File: src/hdl/mtpe_pkg.sv
`timescale 1ns / 1ps
package mtpe_pkg;

  localparam int MAX_ITEMS_DEF = 256;

  localparam logic [7:0] ACK_ACCEPTED    = 8'd0;
  localparam logic [7:0] ACK_INVALID_SEQ = 8'd13;

  typedef enum logic [3:0] {
    CMD_START_READ  = 4'd0,
    CMD_START_WRITE = 4'd1,
    CMD_START_CLEAR = 4'd2,
    CMD_CANCEL      = 4'd3,
    CMD_RX_COUNT    = 4'd4,
    CMD_RX_ITEM     = 4'd5,
    CMD_RX_REQUEST  = 4'd6,
    CMD_RX_ACK      = 4'd7,
    CMD_TICK        = 4'd8
  } cmd_e;

  typedef enum logic [2:0] {
    KIND_REQ_LIST   = 3'd0,
    KIND_REQ_ITEM   = 3'd1,
    KIND_SEND_COUNT = 3'd2,
    KIND_SEND_ITEM  = 3'd3,
    KIND_SEND_ACK   = 3'd4,
    KIND_CLEAR_ALL  = 3'd5,
    KIND_STORED     = 3'd6,
    KIND_DONE       = 3'd7
  } kind_e;

  typedef enum logic [2:0] {
    ERR_NONE     = 3'd0,
    ERR_RANGE    = 3'd1,
    ERR_ACK      = 3'd2,
    ERR_MISSING  = 3'd3,
    ERR_RETRY    = 3'd4,
    ERR_CAPACITY = 3'd5
  } err_e;

  typedef enum logic [2:0] {
    CFG_PLAN_TYPE    = 3'd0,
    CFG_QUIRKS       = 3'd1,
    CFG_ACK_TIMEOUT  = 3'd2,
    CFG_ITEM_TIMEOUT = 3'd3,
    CFG_MAX_RETRIES  = 3'd4
  } cfg_e;

  typedef struct packed {
    logic [15:0] a;
    logic [15:0] b;
  } alu_req_t;

  typedef struct packed {
    logic        lt;
    logic        le;
    logic [15:0] diff;
  } alu_rsp_t;

  typedef struct packed {
    kind_e      kind;
    logic [7:0] seq;
    logic [8:0] cnt;
    logic       ok;
    err_e       err;
    logic       last;
  } res_t;

endpackage

File: src/hdl/mtpe_ram.sv
`timescale 1ns / 1ps
module mtpe_ram #(
  parameter int W = 1,
  parameter int D = 256
) (
  input  logic                                clk_i,
  input  logic                                we_i,
  input  logic [((D > 1) ? $clog2(D) : 1)-1:0] waddr_i,
  input  logic [W-1:0]                        wdata_i,
  input  logic [((D > 1) ? $clog2(D) : 1)-1:0] raddr_i,
  output logic [W-1:0]                        rdata_o
);
  logic [W-1:0] mem_q [D];
  logic [W-1:0] rdata_q;

  always_ff @(posedge clk_i) begin
    if (we_i) begin
      mem_q[waddr_i] <= wdata_i;
    end
    rdata_q <= mem_q[raddr_i];
  end

  assign rdata_o = rdata_q;
endmodule

File: src/hdl/mtpe_alu.sv
`timescale 1ns / 1ps
module mtpe_alu (
  input  mtpe_pkg::alu_req_t req_i,
  output mtpe_pkg::alu_rsp_t rsp_o
);
  import mtpe_pkg::*;

  // shared compare / subtract used by the command, scan and request-check steps of the sequencer
  assign rsp_o.lt   = req_i.a < req_i.b;
  assign rsp_o.le   = req_i.a <= req_i.b;
  assign rsp_o.diff = req_i.a - req_i.b;
endmodule

File: src/hdl/mission_transfer_protocol_engine_top.sv
`timescale 1ns / 1ps
// Ground-side mission list transfer engine (read, write, clear-all) with tick timeout,
// retransmission and retry limit. An input item is taken only while in_stall_o is low;
// a command is decoded in ST_EXEC and each result is handed on in ST_EMIT, which waits
// while the output is stalled. A newly stored item also walks the pending map from the
// lowest unread index through ST_SCAN and ST_SCAN_CHK (registered-read map memory).
// Every end of a transaction clears the map entries that were in use, one entry per
// cycle, and after reset the whole map is cleared before the first item is taken.
module mission_transfer_protocol_engine_top #(
  parameter int MAX_ITEMS = mtpe_pkg::MAX_ITEMS_DEF
) (
  input  logic        clk_i,
  input  logic        rst_ni,
  input  logic        cfg_we_i,
  input  logic [2:0]  cfg_idx_i,
  input  logic [15:0] cfg_data_i,
  input  logic        in_valid_i,
  output logic        in_stall_o,
  input  logic [3:0]  command_i,
  input  logic [7:0]  mission_type_i,
  input  logic [15:0] seq_i,
  input  logic [15:0] count_i,
  input  logic [7:0]  ack_type_i,
  output logic        out_valid_o,
  input  logic        out_stall_i,
  output logic [2:0]  kind_o,
  output logic [7:0]  seq_out_o,
  output logic [8:0]  count_out_o,
  output logic        success_o,
  output logic [2:0]  error_code_o,
  output logic        last_o
);
  import mtpe_pkg::*;

  localparam int AW = (MAX_ITEMS > 1) ? $clog2(MAX_ITEMS) : 1;
  localparam int CW = $clog2(MAX_ITEMS + 1);

  typedef enum logic [3:0] {
    ST_CLR, ST_IDLE, ST_EXEC, ST_ITEM_CHK, ST_SCAN, ST_SCAN_CHK,
    ST_REQ_CHK, ST_FIN, ST_EMIT
  } st_e;

  typedef enum logic [2:0] {
    PH_IDLE, PH_WCOUNT, PH_WITEM, PH_WREQ, PH_WCLEAR
  } ph_e;

  typedef enum logic [1:0] {
    TR_NONE, TR_READ, TR_WRITE, TR_CLEAR
  } tr_e;

  st_e         state_q, state_d, ret_q, ret_d;
  ph_e         phase_q, phase_d;
  tr_e         trans_q, trans_d;
  logic [7:0]  retry_q, retry_d;
  logic [15:0] timer_q, timer_d;
  logic        trun_q, trun_d;
  logic [CW-1:0] rtotal_q, rtotal_d, wtotal_q, wtotal_d, wleft_q, wleft_d;
  logic [CW-1:0] low_q, low_d, clr_q, clr_d, clr_end_q, clr_end_d;
  logic [3:0]  cmd_q, cmd_d;
  logic [7:0]  mtype_q, mtype_d, ackt_q, ackt_d;
  logic [15:0] seq_q, seq_d, cnt_q, cnt_d;
  res_t        res_q, res_d, out_q, out_d;
  logic        out_valid_q, out_valid_d;
  logic        fin_ok_q, fin_ok_d;
  err_e        fin_err_q, fin_err_d;
  logic [7:0]  plan_q, plan_d, maxr_q, maxr_d;
  logic        quirk_q, quirk_d;
  logic [15:0] ackto_q, ackto_d, itemto_q, itemto_d;

  alu_req_t alu_req;
  alu_rsp_t alu_rsp;
  logic          ram_we, ram_wdata, ram_rdata;
  logic [AW-1:0] ram_waddr, ram_raddr;
  logic          busy, msg_ok;
  logic [15:0]   low_w, wtot_w;
  logic [CW-1:0] span;

  mtpe_alu u_alu (
    .req_i (alu_req),
    .rsp_o (alu_rsp)
  );

  mtpe_ram #(.W(1), .D(MAX_ITEMS)) u_map (
    .clk_i   (clk_i),
    .we_i    (ram_we),
    .waddr_i (ram_waddr),
    .wdata_i (ram_wdata),
    .raddr_i (ram_raddr),
    .rdata_o (ram_rdata)
  );

  function automatic res_t mk_res(kind_e k, logic [7:0] s, logic [8:0] c, logic ok,
                                  err_e e, logic l);
    res_t r;
    r.kind = k;
    r.seq  = s;
    r.cnt  = c;
    r.ok   = ok;
    r.err  = e;
    r.last = l;
    return r;
  endfunction

  assign busy   = trans_q != TR_NONE;
  assign msg_ok = busy && (mtype_q == plan_q);
  assign low_w  = 16'(low_q);
  assign wtot_w = 16'(wtotal_q);

  always_comb begin
    case (trans_q)
      TR_READ:  span = rtotal_q;
      TR_WRITE: span = wtotal_q;
      default:  span = '0;
    endcase
  end

  always_comb begin
    alu_req = '0;
    case (state_q)
      ST_EXEC: begin
        case (cmd_q)
          CMD_START_WRITE, CMD_RX_COUNT: begin
            alu_req.a = cnt_q;
            alu_req.b = 16'(MAX_ITEMS);
          end
          CMD_RX_ITEM: begin
            alu_req.a = seq_q;
            alu_req.b = 16'(rtotal_q);
          end
          CMD_RX_REQUEST: begin
            alu_req.a = seq_q;
            alu_req.b = 16'(wtotal_q);
          end
          CMD_TICK: begin
            alu_req.a = timer_q;
            alu_req.b = 16'd1;
          end
          default: alu_req = '0;
        endcase
      end
      ST_SCAN: begin
        alu_req.a = low_w;
        alu_req.b = 16'(rtotal_q);
      end
      ST_REQ_CHK: begin
        alu_req.a = 16'(wleft_q);
        alu_req.b = 16'd1;
      end
      default: alu_req = '0;
    endcase
  end

  assign ram_raddr = (state_q == ST_SCAN) ? low_q[AW-1:0] : seq_q[AW-1:0];

  always_comb begin
    ram_we    = 1'b0;
    ram_waddr = seq_q[AW-1:0];
    ram_wdata = 1'b1;
    if (state_q == ST_CLR && clr_q != clr_end_q) begin
      ram_we    = 1'b1;
      ram_waddr = clr_q[AW-1:0];
      ram_wdata = 1'b0;
    end else if (state_q == ST_ITEM_CHK && !ram_rdata) begin
      ram_we = 1'b1;
    end else if (state_q == ST_REQ_CHK) begin
      ram_we = 1'b1;
    end
  end

  always_comb begin
    state_d     = state_q;
    ret_d       = ret_q;
    phase_d     = phase_q;
    trans_d     = trans_q;
    retry_d     = retry_q;
    timer_d     = timer_q;
    trun_d      = trun_q;
    rtotal_d    = rtotal_q;
    wtotal_d    = wtotal_q;
    wleft_d     = wleft_q;
    low_d       = low_q;
    clr_d       = clr_q;
    clr_end_d   = clr_end_q;
    cmd_d       = cmd_q;
    mtype_d     = mtype_q;
    seq_d       = seq_q;
    cnt_d       = cnt_q;
    ackt_d      = ackt_q;
    res_d       = res_q;
    out_d       = out_q;
    out_valid_d = out_valid_q;
    fin_ok_d    = fin_ok_q;
    fin_err_d   = fin_err_q;
    plan_d      = plan_q;
    quirk_d     = quirk_q;
    ackto_d     = ackto_q;
    itemto_d    = itemto_q;
    maxr_d      = maxr_q;

    if (cfg_we_i) begin
      case (cfg_idx_i)
        CFG_PLAN_TYPE:    plan_d   = cfg_data_i[7:0];
        CFG_QUIRKS:       quirk_d  = cfg_data_i[0];
        CFG_ACK_TIMEOUT:  ackto_d  = cfg_data_i;
        CFG_ITEM_TIMEOUT: itemto_d = cfg_data_i;
        CFG_MAX_RETRIES:  maxr_d   = cfg_data_i[7:0];
        default: ;
      endcase
    end

    if (out_valid_q && !out_stall_i) begin
      out_valid_d = 1'b0;
    end

    case (state_q)
      ST_CLR: begin
        if (clr_q == clr_end_q) begin
          state_d = ST_IDLE;
        end else begin
          clr_d = clr_q + 1'b1;
        end
      end
      ST_IDLE: begin
        if (in_valid_i) begin
          cmd_d   = command_i;
          mtype_d = mission_type_i;
          seq_d   = seq_i;
          cnt_d   = count_i;
          ackt_d  = ack_type_i;
          state_d = ST_EXEC;
        end
      end
      ST_EXEC: begin
        state_d = ST_IDLE;
        case (cmd_q)
          CMD_START_READ: begin
            if (!busy) begin
              retry_d  = '0;
              trans_d  = TR_READ;
              rtotal_d = '0;
              phase_d  = PH_WCOUNT;
              timer_d  = ackto_q;
              trun_d   = 1'b1;
              res_d    = mk_res(KIND_REQ_LIST, '0, '0, 1'b0, ERR_NONE, 1'b1);
              ret_d    = ST_IDLE;
              state_d  = ST_EMIT;
            end
          end
          CMD_START_WRITE: begin
            if (!busy) begin
              retry_d = '0;
              ret_d   = ST_IDLE;
              state_d = ST_EMIT;
              if (!alu_rsp.le) begin
                res_d = mk_res(KIND_DONE, '0, '0, 1'b0, ERR_CAPACITY, 1'b1);
              end else begin
                trans_d  = TR_WRITE;
                wtotal_d = cnt_q[CW-1:0];
                wleft_d  = cnt_q[CW-1:0];
                phase_d  = PH_WREQ;
                timer_d  = ackto_q;
                trun_d   = 1'b1;
                res_d    = mk_res(KIND_SEND_COUNT, '0, cnt_q[8:0], 1'b0, ERR_NONE, 1'b1);
              end
            end
          end
          CMD_START_CLEAR: begin
            if (!busy) begin
              retry_d = '0;
              trans_d = TR_CLEAR;
              phase_d = PH_WCLEAR;
              timer_d = ackto_q;
              trun_d  = 1'b1;
              res_d   = mk_res(KIND_CLEAR_ALL, '0, '0, 1'b0, ERR_NONE, 1'b1);
              ret_d   = ST_IDLE;
              state_d = ST_EMIT;
            end
          end
          CMD_CANCEL: begin
            if (busy) begin
              timer_d   = '0;
              trun_d    = 1'b0;
              phase_d   = PH_IDLE;
              trans_d   = TR_NONE;
              clr_d     = '0;
              clr_end_d = span;
              state_d   = ST_CLR;
            end
          end
          CMD_TICK: begin
            if (busy && trun_q) begin
              if (!alu_rsp.le) begin
                timer_d = alu_rsp.diff;
              end else begin
                timer_d = '0;
                trun_d  = 1'b0;
                if (retry_q >= maxr_q) begin
                  fin_ok_d  = 1'b0;
                  fin_err_d = ERR_RETRY;
                  state_d   = ST_FIN;
                end else begin
                  // resend the message of the current wait (a write with requests seen ends as missing)
                  retry_d = retry_q + 1'b1;
                  ret_d   = ST_IDLE;
                  case (phase_q)
                    PH_WCOUNT: begin
                      res_d   = mk_res(KIND_REQ_LIST, '0, '0, 1'b0, ERR_NONE, 1'b1);
                      timer_d = ackto_q;
                      trun_d  = 1'b1;
                      state_d = ST_EMIT;
                    end
                    PH_WITEM: begin
                      res_d   = mk_res(KIND_REQ_ITEM, low_w[7:0], '0, 1'b0, ERR_NONE, 1'b1);
                      timer_d = itemto_q;
                      trun_d  = 1'b1;
                      state_d = ST_EMIT;
                    end
                    PH_WREQ: begin
                      if (wleft_q == wtotal_q) begin
                        res_d   = mk_res(KIND_SEND_COUNT, '0, wtot_w[8:0], 1'b0, ERR_NONE,
                                         1'b1);
                        timer_d = ackto_q;
                        trun_d  = 1'b1;
                        state_d = ST_EMIT;
                      end else begin
                        fin_ok_d  = 1'b0;
                        fin_err_d = ERR_MISSING;
                        state_d   = ST_FIN;
                      end
                    end
                    PH_WCLEAR: begin
                      res_d   = mk_res(KIND_CLEAR_ALL, '0, '0, 1'b0, ERR_NONE, 1'b1);
                      timer_d = ackto_q;
                      trun_d  = 1'b1;
                      state_d = ST_EMIT;
                    end
                    default: state_d = ST_IDLE;
                  endcase
                end
              end
            end
          end
          CMD_RX_COUNT: begin
            if (msg_ok && phase_q == PH_WCOUNT) begin
              timer_d = '0;
              trun_d  = 1'b0;
              retry_d = '0;
              if (cnt_q == 16'd0) begin
                fin_ok_d  = 1'b1;
                fin_err_d = ERR_NONE;
                res_d     = mk_res(KIND_SEND_ACK, '0, '0, 1'b0, ERR_NONE, 1'b0);
                ret_d     = ST_FIN;
                state_d   = ST_EMIT;
              end else if (!alu_rsp.le) begin
                fin_ok_d  = 1'b0;
                fin_err_d = ERR_CAPACITY;
                state_d   = ST_FIN;
              end else begin
                rtotal_d = cnt_q[CW-1:0];
                low_d    = '0;
                phase_d  = PH_WITEM;
                timer_d  = itemto_q;
                trun_d   = 1'b1;
                res_d    = mk_res(KIND_REQ_ITEM, '0, '0, 1'b0, ERR_NONE, 1'b1);
                ret_d    = ST_IDLE;
                state_d  = ST_EMIT;
              end
            end
          end
          CMD_RX_ITEM: begin
            if (msg_ok && phase_q == PH_WITEM) begin
              timer_d = '0;
              trun_d  = 1'b0;
              if (alu_rsp.lt) begin
                state_d = ST_ITEM_CHK;
              end else begin
                timer_d = itemto_q;
                trun_d  = 1'b1;
              end
            end
          end
          CMD_RX_REQUEST: begin
            if (msg_ok && phase_q == PH_WREQ) begin
              timer_d = '0;
              trun_d  = 1'b0;
              if (!alu_rsp.lt) begin
                fin_ok_d  = 1'b0;
                fin_err_d = ERR_RANGE;
                state_d   = ST_FIN;
              end else begin
                state_d = ST_REQ_CHK;
              end
            end
          end
          CMD_RX_ACK: begin
            if (msg_ok && !(quirk_q && ackt_q == ACK_INVALID_SEQ)) begin
              timer_d = '0;
              trun_d  = 1'b0;
              if (phase_q == PH_WCLEAR) begin
                fin_ok_d  = ackt_q == ACK_ACCEPTED;
                fin_err_d = (ackt_q == ACK_ACCEPTED) ? ERR_NONE : ERR_ACK;
                state_d   = ST_FIN;
              end else if (phase_q == PH_WREQ) begin
                state_d = ST_FIN;
                if (ackt_q != ACK_ACCEPTED) begin
                  fin_ok_d  = 1'b0;
                  fin_err_d = ERR_ACK;
                end else if (wleft_q == '0) begin
                  fin_ok_d  = 1'b1;
                  fin_err_d = ERR_NONE;
                end else begin
                  fin_ok_d  = 1'b0;
                  fin_err_d = ERR_MISSING;
                end
              end
            end
          end
          default: state_d = ST_IDLE;
        endcase
      end
      ST_ITEM_CHK: begin
        if (!ram_rdata) begin
          retry_d = '0;
          res_d   = mk_res(KIND_STORED, seq_q[7:0], '0, 1'b0, ERR_NONE, 1'b0);
          ret_d   = ST_SCAN;
          state_d = ST_EMIT;
        end else begin
          timer_d = itemto_q;
          trun_d  = 1'b1;
          state_d = ST_IDLE;
        end
      end
      ST_SCAN: begin
        if (!alu_rsp.lt) begin
          // all items in: acknowledge and close
          fin_ok_d  = 1'b1;
          fin_err_d = ERR_NONE;
          res_d     = mk_res(KIND_SEND_ACK, '0, '0, 1'b0, ERR_NONE, 1'b0);
          ret_d     = ST_FIN;
          state_d   = ST_EMIT;
        end else begin
          state_d = ST_SCAN_CHK;
        end
      end
      ST_SCAN_CHK: begin
        if (ram_rdata) begin
          low_d   = low_q + 1'b1;
          state_d = ST_SCAN;
        end else begin
          timer_d = itemto_q;
          trun_d  = 1'b1;
          res_d   = mk_res(KIND_REQ_ITEM, low_w[7:0], '0, 1'b0, ERR_NONE, 1'b1);
          ret_d   = ST_IDLE;
          state_d = ST_EMIT;
        end
      end
      ST_REQ_CHK: begin
        if (!ram_rdata) begin
          wleft_d = alu_rsp.diff[CW-1:0];
        end
        timer_d = ackto_q;
        trun_d  = 1'b1;
        res_d   = mk_res(KIND_SEND_ITEM, seq_q[7:0], '0, 1'b0, ERR_NONE, 1'b1);
        ret_d   = ST_IDLE;
        state_d = ST_EMIT;
      end
      ST_FIN: begin
        timer_d   = '0;
        trun_d    = 1'b0;
        phase_d   = PH_IDLE;
        trans_d   = TR_NONE;
        clr_d     = '0;
        clr_end_d = span;
        res_d     = mk_res(KIND_DONE, '0, '0, fin_ok_q, fin_err_q, 1'b1);
        ret_d     = ST_CLR;
        state_d   = ST_EMIT;
      end
      ST_EMIT: begin
        if (!out_valid_q || !out_stall_i) begin
          out_valid_d = 1'b1;
          out_d       = res_q;
          state_d     = ret_q;
        end
      end
      default: state_d = ST_IDLE;
    endcase
  end

  always_ff @(posedge clk_i or negedge rst_ni) begin
    if (!rst_ni) begin
      state_q     <= ST_CLR;
      ret_q       <= ST_IDLE;
      phase_q     <= PH_IDLE;
      trans_q     <= TR_NONE;
      retry_q     <= '0;
      timer_q     <= '0;
      trun_q      <= 1'b0;
      rtotal_q    <= '0;
      wtotal_q    <= '0;
      wleft_q     <= '0;
      low_q       <= '0;
      clr_q       <= '0;
      clr_end_q   <= CW'(MAX_ITEMS);
      cmd_q       <= '0;
      mtype_q     <= '0;
      seq_q       <= '0;
      cnt_q       <= '0;
      ackt_q      <= '0;
      res_q       <= '0;
      out_q       <= '0;
      out_valid_q <= 1'b0;
      fin_ok_q    <= 1'b0;
      fin_err_q   <= ERR_NONE;
      plan_q      <= 8'd0;
      quirk_q     <= 1'b0;
      ackto_q     <= 16'd1000;
      itemto_q    <= 16'd250;
      maxr_q      <= 8'd5;
    end else begin
      state_q     <= state_d;
      ret_q       <= ret_d;
      phase_q     <= phase_d;
      trans_q     <= trans_d;
      retry_q     <= retry_d;
      timer_q     <= timer_d;
      trun_q      <= trun_d;
      rtotal_q    <= rtotal_d;
      wtotal_q    <= wtotal_d;
      wleft_q     <= wleft_d;
      low_q       <= low_d;
      clr_q       <= clr_d;
      clr_end_q   <= clr_end_d;
      cmd_q       <= cmd_d;
      mtype_q     <= mtype_d;
      seq_q       <= seq_d;
      cnt_q       <= cnt_d;
      ackt_q      <= ackt_d;
      res_q       <= res_d;
      out_q       <= out_d;
      out_valid_q <= out_valid_d;
      fin_ok_q    <= fin_ok_d;
      fin_err_q   <= fin_err_d;
      plan_q      <= plan_d;
      quirk_q     <= quirk_d;
      ackto_q     <= ackto_d;
      itemto_q    <= itemto_d;
      maxr_q      <= maxr_d;
    end
  end

  assign in_stall_o   = state_q != ST_IDLE;
  assign out_valid_o  = out_valid_q;
  assign kind_o       = out_q.kind;
  assign seq_out_o    = out_q.seq;
  assign count_out_o  = out_q.cnt;
  assign success_o    = out_q.ok;
  assign error_code_o = out_q.err;
  assign last_o       = out_q.last;

`ifndef SYNTH
  a_busy_phase: assert property (@(posedge clk_i) disable iff (!rst_ni)
    (trans_q != TR_NONE) == (phase_q != PH_IDLE))
    else $error("transaction and phase disagree");
  a_timer_busy: assert property (@(posedge clk_i) disable iff (!rst_ni)
    trun_q |-> (trans_q != TR_NONE))
    else $error("timer running with no transaction");
  a_wleft: assert property (@(posedge clk_i) disable iff (!rst_ni)
    (trans_q == TR_WRITE) |-> (wleft_q <= wtotal_q))
    else $error("write pending count above write total");
  a_low: assert property (@(posedge clk_i) disable iff (!rst_ni)
    (phase_q == PH_WITEM && state_q == ST_IDLE) |-> (low_q < rtotal_q))
    else $error("lowest unread index out of range while waiting for an item");
`endif
endmodule

File: config.mk
export PLATFORM = sky130hd
export DESIGN_NAME = mission_transfer_protocol_engine_top
export DESIGN_NICKNAME = d
export VERILOG_FILES = /design/src/hdl/mtpe_pkg.sv /design/src/hdl/mtpe_ram.sv /design/src/hdl/mtpe_alu.sv /design/src/hdl/mission_transfer_protocol_engine_top.sv
export SDC_FILE = /design/constraint.sdc
export NUM_CORES = 1
export LEC_CHECK = 0
export BUFFER_PORTS_ARGS = -buffer_cell sky130_fd_sc_hd__buf_2
export CORE_MARGIN = 4
export CORE_UTILIZATION = 45
export DETAILED_ROUTE_END_ITERATION = 7
export PLACE_DENSITY = 0.64
export SLEW_MARGIN = 10
export SYNTH_ARGS = -nofsm -noshare
export SYNTH_HDL_FRONTEND = slang
export SYNTH_SLANG_ARGS = --single-unit
File: constraint.sdc
create_clock -name clk_i -period 7.2 [get_ports clk_i]
set_input_delay 0.72 -clock clk_i [delete_from_list [all_inputs] [get_ports clk_i]]
set_output_delay 0.72 -clock clk_i [all_outputs]
set_load 0.01 [all_outputs]
==> results.md, run 1 <==
- Vias in the first global route: 19.10k
- Most common cell after layout, fill and taps aside: nor2_1
- Share of layout cells above drive strength 1: 17.99%
- Synth Register Bits: 504
- Initial Utilization: 45.58%
- Die width: 247.2 um
- Critical R2R Launch: cmd_q[3]
- Seq/Total Area, Yosys: 54.02%
- ANT nets after route: 0
- WL/cell: 23.48 um
- WS Path Type: reg2reg
- Fin util: 51.14%
- Row cnt: 87
- Synth Flop Type: edfxtp_1
- DRC: 0
- Cell taking the most area after synthesis: edfxtp_1
- Multiplexer share of the synthesized area: 12.00%
- Largest family of logic cells by synthesized area: simple AND/OR/NAND/NOR gates
- Most frequent cells in the layout: 365 x nor2_1, 316 x nand2_1, 256 x edfxtp_1
- Setup WS pre-CTS: 1.102 ns
- Syn-to-layout area delta: 12.21%
- Max Slew Vio Count: 0
- CP Launch Type: flop
- Clock Latency Late Sink: 0.62 ns
- Final wirelength: 76,640 um
- Cells along the critical path: buf_4, nand2b_1, a21oi_1, a22o_1, a21oi_1, o211ai_1, ha_1, and2_1, or3_1, o311ai_1, o21ai_0, or3_1, buf_4, o21ai_2, o221ai_1, a221oi_1, a31oi_1
- Xor/xnor cell area share of the yosys netlist: 1.531%
- Worst-case clock skew: 0.01873 ns
- H-tree Lvls: 2
- # Max-Cap Violations: 0
- Final nets: 2,562
- PortBufs: 102
- First-pass GRT wire length: 116,800 um
- IO Count: 103
- Worst-margin pin slew: 1.157 ns
- Total grt overflow: 0
- Crit Path Max Fanout: 23
- Unrepaired setup endpoints after global routing: no
- Worst min path class: in2async
- DR iter-0 viols: 2,408
- Warnings, synthesis: 0
- CP peak stage delay: 0.78 ns
- Endpoints failing setup: 0
- EDFF count, synth: 256
- Drt pass-1 iters: 6
- Clock buffer depth: 3
- Hold_ws: 0.1218 ns
- Fmax: 0.1607 GHz
- IR drop worst, VDD: 0.2178 mV
- Gpl congestion: 0.9902
- DIE AREA: 61,110 um2
- # fillers: 5,016
- Initial antenna violation count: 1
- Core ar.: 56,500 um2
- Synth top area share: 29.86%
- Post-Syn Nets: 2,514
- LEAKAGE: 0.01150 uW
- Largest cells by area after synthesis: edfxtp_1 30%, dfrtp_1 22%, mux2_2 6.5%, nor2_1 5.3%, nand2_1 4.6%
- Vias per Instance: 6.057
- Max_slew headroom: 22.16%
- Post_cts resized: 0
- Required @ worst endpoint: 7.68 ns
- Status: complete, no violations
- Placed wire-length estimate: 51,990 um
- Distinct cells, synth: 96
- Post-Syn Instances: 2,414
- Worst Setup End Kind: flop
- Slack of the critical path: 0.9791 ns
- Final Hold Fails: 0
- CTS Buf Count: 55
- Setup TNS: 0 ns
- Die height: 247.2 um
- Simple-gate share of the synthesized area: 15.98%
- Pwr dens: 366.6 nW/um2
- Post-CTS setup buffers: 0
- Fin crit period: 6.221 ns
- Final Cycle Share: 86.40%
- CTS Hold Bufs: 0
- Mapped Area: 25,750 um2
- Critical path arrival: 6.71 ns
- Via count: 19.77k
- Fraction of registers with async set or reset after synthesis: 49.01%
- Finished Layout Cells: 3,264
- Largest net degree at the start of global routing: 144
- Total GRT Usage: 24.81%
- Clock-pin slew on the worst setup and hold paths: 0.06 ns
- CP max-delay cell: a21oi_1
- CTS tree: yes
- Synth Area in Compound Gates: 12.06%
- Crit. Startpoint: cmd_q[3]
- Root buf cell: clkbuf_16
- Post-Synth Adder-Cell Area: 1.234%
- Dpl cells: 3,161
- Mean post-synth cell area: 10.67 um2
- CTS Sinks: 504
[critical path, delay by kind of cell (launching register included)]
family	cells	cell delay, ns
buffers and inverters	2	0.45
AO/OA/AOI/OAI	10	3.48
adder cells (fa/ha/maj)	1	0.34
flip-flops	1	0.54
AND/OR/NAND/NOR	4	1.24
[final timing paths]
| kind | end | slack (ns) | cells past startpoint |
|---|---|---|---|
| min in group clk_i | cnt_q[7] | 0.33 | 2 |
| worst min register to register | last_o | 0.48 | 2 |
| worst min-delay path | ackt_q[4] | 0.12 | 1 |
| max in group asynchronous | wleft_q[4] | 5.84 | 2 |
| worst max register to register | timer_q[7] | 0.98 | 17 |
| worst max-delay path | timer_q[7] | 0.98 | 17 |
[layout make-up]
| cell class | instances | area, um2 | share of cell area, % |
|---|---|---|---|
| clock inverters | 33 | 445.4 | 1.542 |
| repair buffers | 144 | 860.8 | 2.979 |
| diodes | 1 | 2.502 | 0.008661 |
| well taps | 756 | 945.9 | 3.274 |
| clock buffers | 69 | 1439 | 4.980 |
| multi-input cells | 1712 | 11120 | 38.48 |
| inverters | 45 | 173.9 | 0.6019 |
| flip-flops and latches | 504 | 13910 | 48.14 |
[kinds of logic after synthesis]
group           Yosys count
flops                   504
fa+ha+maj                25
buf+inv                 198
xor+xnor                 45
compound gates          449
simple gates            933
mux                     260
[synth_stat cells (all sizes together), types with 29 or more instances]
| master | n |
|---|---|
| a21oi | 67 |
| a22oi | 38 |
| a31oi | 31 |
| a32oi | 30 |
| buf | 45 |
| clkbuf | 108 |
| dfrtp | 231 |
| edfxtp | 256 |
| inv | 45 |
| mux2 | 171 |
| mux2i | 72 |
| nand2 | 316 |
| nand3 | 73 |
| nor2 | 367 |
| o21ai | 109 |
| xor2 | 29 |
[per-stage QoR]
stage / total power, uW / area, um2
5_1_grt: 11070 / 28890
3_3_place_gp: 7544 / 27010
4_1_cts: 10560 / 28890
2_1_floorplan: 6305 / 25750
6_report: 10590 / 28890
3_5_place_dp: 7597 / 27010
[report_power, final]
part | total (uW) | internal, uW | switching (uW)
clock network | 2940 | 1750 | 1200
registers | 4050 | 3450 | 601
logic | 3600 | 1270 | 2320
total | 10600 | 6470 | 4120
[registers in the layout, summed over array words and instances, names as in the netlist, 16 cells and up]
name,count
timer_q,16
cnt_q,16
ackto_q,16
itemto_q,16
u_map.mem_q,256
seq_q,16
res_q,25
[per-layer routing]
| layer | wire [um] | GRT usage [%] | vias to the layer above |
|---|---|---|---|
| met5 | 20 | 0 | - |
| li1 | - | - | 8859 |
| met4 | 2231 | 7.251 | 2 |
| met2 | 33350 | 36.76 | 863 |
| met3 | 6540 | 4.370 | 154 |
| met1 | 34490 | 37.43 | 9892 |
Note: power is estimated with default switching activity, not from simulation.
==> run 2: changes to the inputs <==
--- a/config.mk
+++ b/config.mk
@@ -5,7 +5,7 @@
 export SDC_FILE = /design/constraint.sdc
 export NUM_CORES = 1
 export LEC_CHECK = 0
-export BUFFER_PORTS_ARGS = -buffer_cell sky130_fd_sc_hd__buf_2
+export BUFFER_PORTS_ARGS = -buffer_cell sky130_fd_sc_hd__buf_4
 export CORE_MARGIN = 4
 export CORE_UTILIZATION = 45
 export DETAILED_ROUTE_END_ITERATION = 7
==> run 2 against run 1 <==
  * Clock-buffer cell count grew 10
  * Utilization grew 0.31 points
  * Clock skew grew 0.0064 ns
  * Sequential share of layout area shrank 0.29 points
  * Combinational power is essentially flat
  * First-iteration DRC count shrank 5.8%
  * Final area grew 0.60%
==> results.md, run 2 (synthesis gave the netlist of run 1 again) <==
- Status: complete, no violations
- Most frequent cells in the layout: 365 x nor2_1, 316 x nand2_1, 256 x edfxtp_1
- Total grt overflow: 0
- CTS Hold Bufs: 0
- Pwr dens: 361.7 nW/um2
- Biggest register: u_map.mem_q
- Row cnt: 87
- Final Cycle Share: 88.96%
- Syn-to-layout area delta: 12.89%
- CTS Sinks: 504
- Max_slew headroom: 4.266%
- # fillers: 4,977
- WL/cell: 23.42 um
- Max Slew Vio Count: 0
- Die height: 247.2 um
- Drt pass-1 iters: 5
- Initial Utilization: 45.58%
- Final nets: 2,558
- CTS tree: yes
- Post_cts resized: 0
- DRC: 0
- First-pass GRT wire length: 116,600 um
- H-tree Lvls: 2
- Clock-pin slew on the worst setup and hold paths: 0.06 ns
- # Max-Cap Violations: 0
- DR iter-0 viols: 2,269
- Footprint of the multi-input gates: 11,120 um2
- Seq. cell area: 13,910 um2
- Gpl congestion: 0.9471
- Vias in the first global route: 18.96k
- CP Launch Type: flop
- Setup TNS: 0 ns
- Root buf cell: clkbuf_16
- Core ar.: 56,500 um2
- CP max-delay cell: dfrtp_1
- Placed inst area: 27,220 um2
- Post-CTS setup buffers: 0
- Worst-case clock skew: 0.02512 ns
- Unrepaired setup endpoints after global routing: no
- Worst min path class: in2async
- Final wirelength: 76,380 um
- Initial antenna violation count: 3
- Critical R2R Launch: cmd_q[3]
- Worst-margin pin slew: 1.423 ns
- Endpoints failing setup: 0
- Post-route design area: 29,070 um2
- WS Path Type: reg2reg
- Required @ worst endpoint: 7.71 ns
- PortBufs: 102
- Clock Latency Late Sink: 0.63 ns
- CP peak stage delay: 0.86 ns
- Crit Path Max Fanout: 26
- Reg2reg end: timer_q[15]
- Most common cell after layout, fill and taps aside: nor2_1
- DIE AREA: 61,110 um2
- Top Registers: u_map.mem_q x256, res_q x25
- Share of layout cells above drive strength 1: 18.37%
- Die width: 247.2 um
- Vias per Instance: 6.035
- CTS Buf Count: 56
- Total GRT Usage: 24.72%
- Via count: 19.68k
- Largest net degree at the start of global routing: 166
- Max FFs per register: 256
- IO Count: 103
- Final Hold Fails: 0
- Fin crit period: 6.405 ns
- LEAKAGE: 0.01155 uW
- Fmax: 0.1561 GHz
- Clock buffer depth: 3
- ANT nets after route: 0
- Critical path arrival: 6.92 ns
- Reg2Reg Depth: 15
- Placed wire-length estimate: 51,930 um
- Cells along the critical path: nor3b_1, o21a_1, o21ai_2, o21ai_1, a22oi_1, ha_1, and2_1, or3_1, o311ai_1, o21ai_0, or3_1, o21ai_2, o221a_2, nand2_1, o32ai_1
- R2r setup slk: 0.79 ns
- Worst Setup End Kind: flop
- IR drop worst, VDD: 0.2275 mV
-- run 2: cell count changes in the layout (fill, tap and decap cells not counted), sizes merged --
cell,change
clkinvlp,-1
buf,-5
inv,+4
clkinv,-3
clkbuf,+10
bufinv,-8
-- run 2: power by group --
part / switching [uW] / internal (uW) / total (uW) / leakage [uW]
combinational: 2290 / 1280 / 3580 / 0.00447
sequential: 644 / 3450 / 4090 / 0.00617
clock: 1220 / 1620 / 2840 / 0.000911
-- run 2: area by class of cell --
cell class / count / share of cell area, %
well taps: 756 / 3.254
repair buffers: 139 / 3.702
multi-input cells: 1712 / 38.25
clock inverters: 25 / 0.7533
diodes: 1 / 0.008609
clock buffers: 79 / 5.587
inverters: 45 / 0.5983
flip-flops and latches: 504 / 47.85
-- run 2: how the worst max path moves through the flow --
stage | endpoint | start | slack (ns)
final | timer_q[15] | cmd_q[3] | 0.79
after global routing | timer_q[15] | cmd_q[3] | 0.46
after detailed placement | timer_q[15] | cmd_q[3] | 0.96
after floorplan | u_map.mem_q[104] | clr_q[0] | 1.66
after CTS | timer_q[15] | cmd_q[3] | 0.91
after global placement | timer_q[15] | cmd_q[3] | 1.11
-- run 2: metal layers --
layer / GRT usage (%) / up-vias / wire length (um)
met5: 0 / - / 27
met4: 6.570 / 4 / 1913
met3: 4.446 / 139 / 6260
met2: 37.49 / 839 / 33490
met1: 36.74 / 9822 / 34680
li1: - / 8875 / -
-- run 2: critical path, delay by kind of cell, from the launching register on --
family / cells / cell delay [ns]
AOI/OAI and AO/OA: 9 / 2.99
and+or+nand+nor: 5 / 1.96
DFF: 1 / 0.86
adders and majority gates: 1 / 0.44
-- run 2: through the flow --
stage	worst slack (ns)	util, %	hold slack (ns)	cells	total power (uW)
3_3_place_gp	1.115	48.18	0.4660	3156	7569
4_1_cts	0.9060	51.45	0.06470	3260	10490
6_report	0.7947	51.45	0.05684	3261	10510
2_1_floorplan	1.661	-	0.4244	2414	6305
5_1_grt	0.4580	51.45	0.09897	3261	10970
3_5_place_dp	0.9587	48.18	0.4780	3156	7623
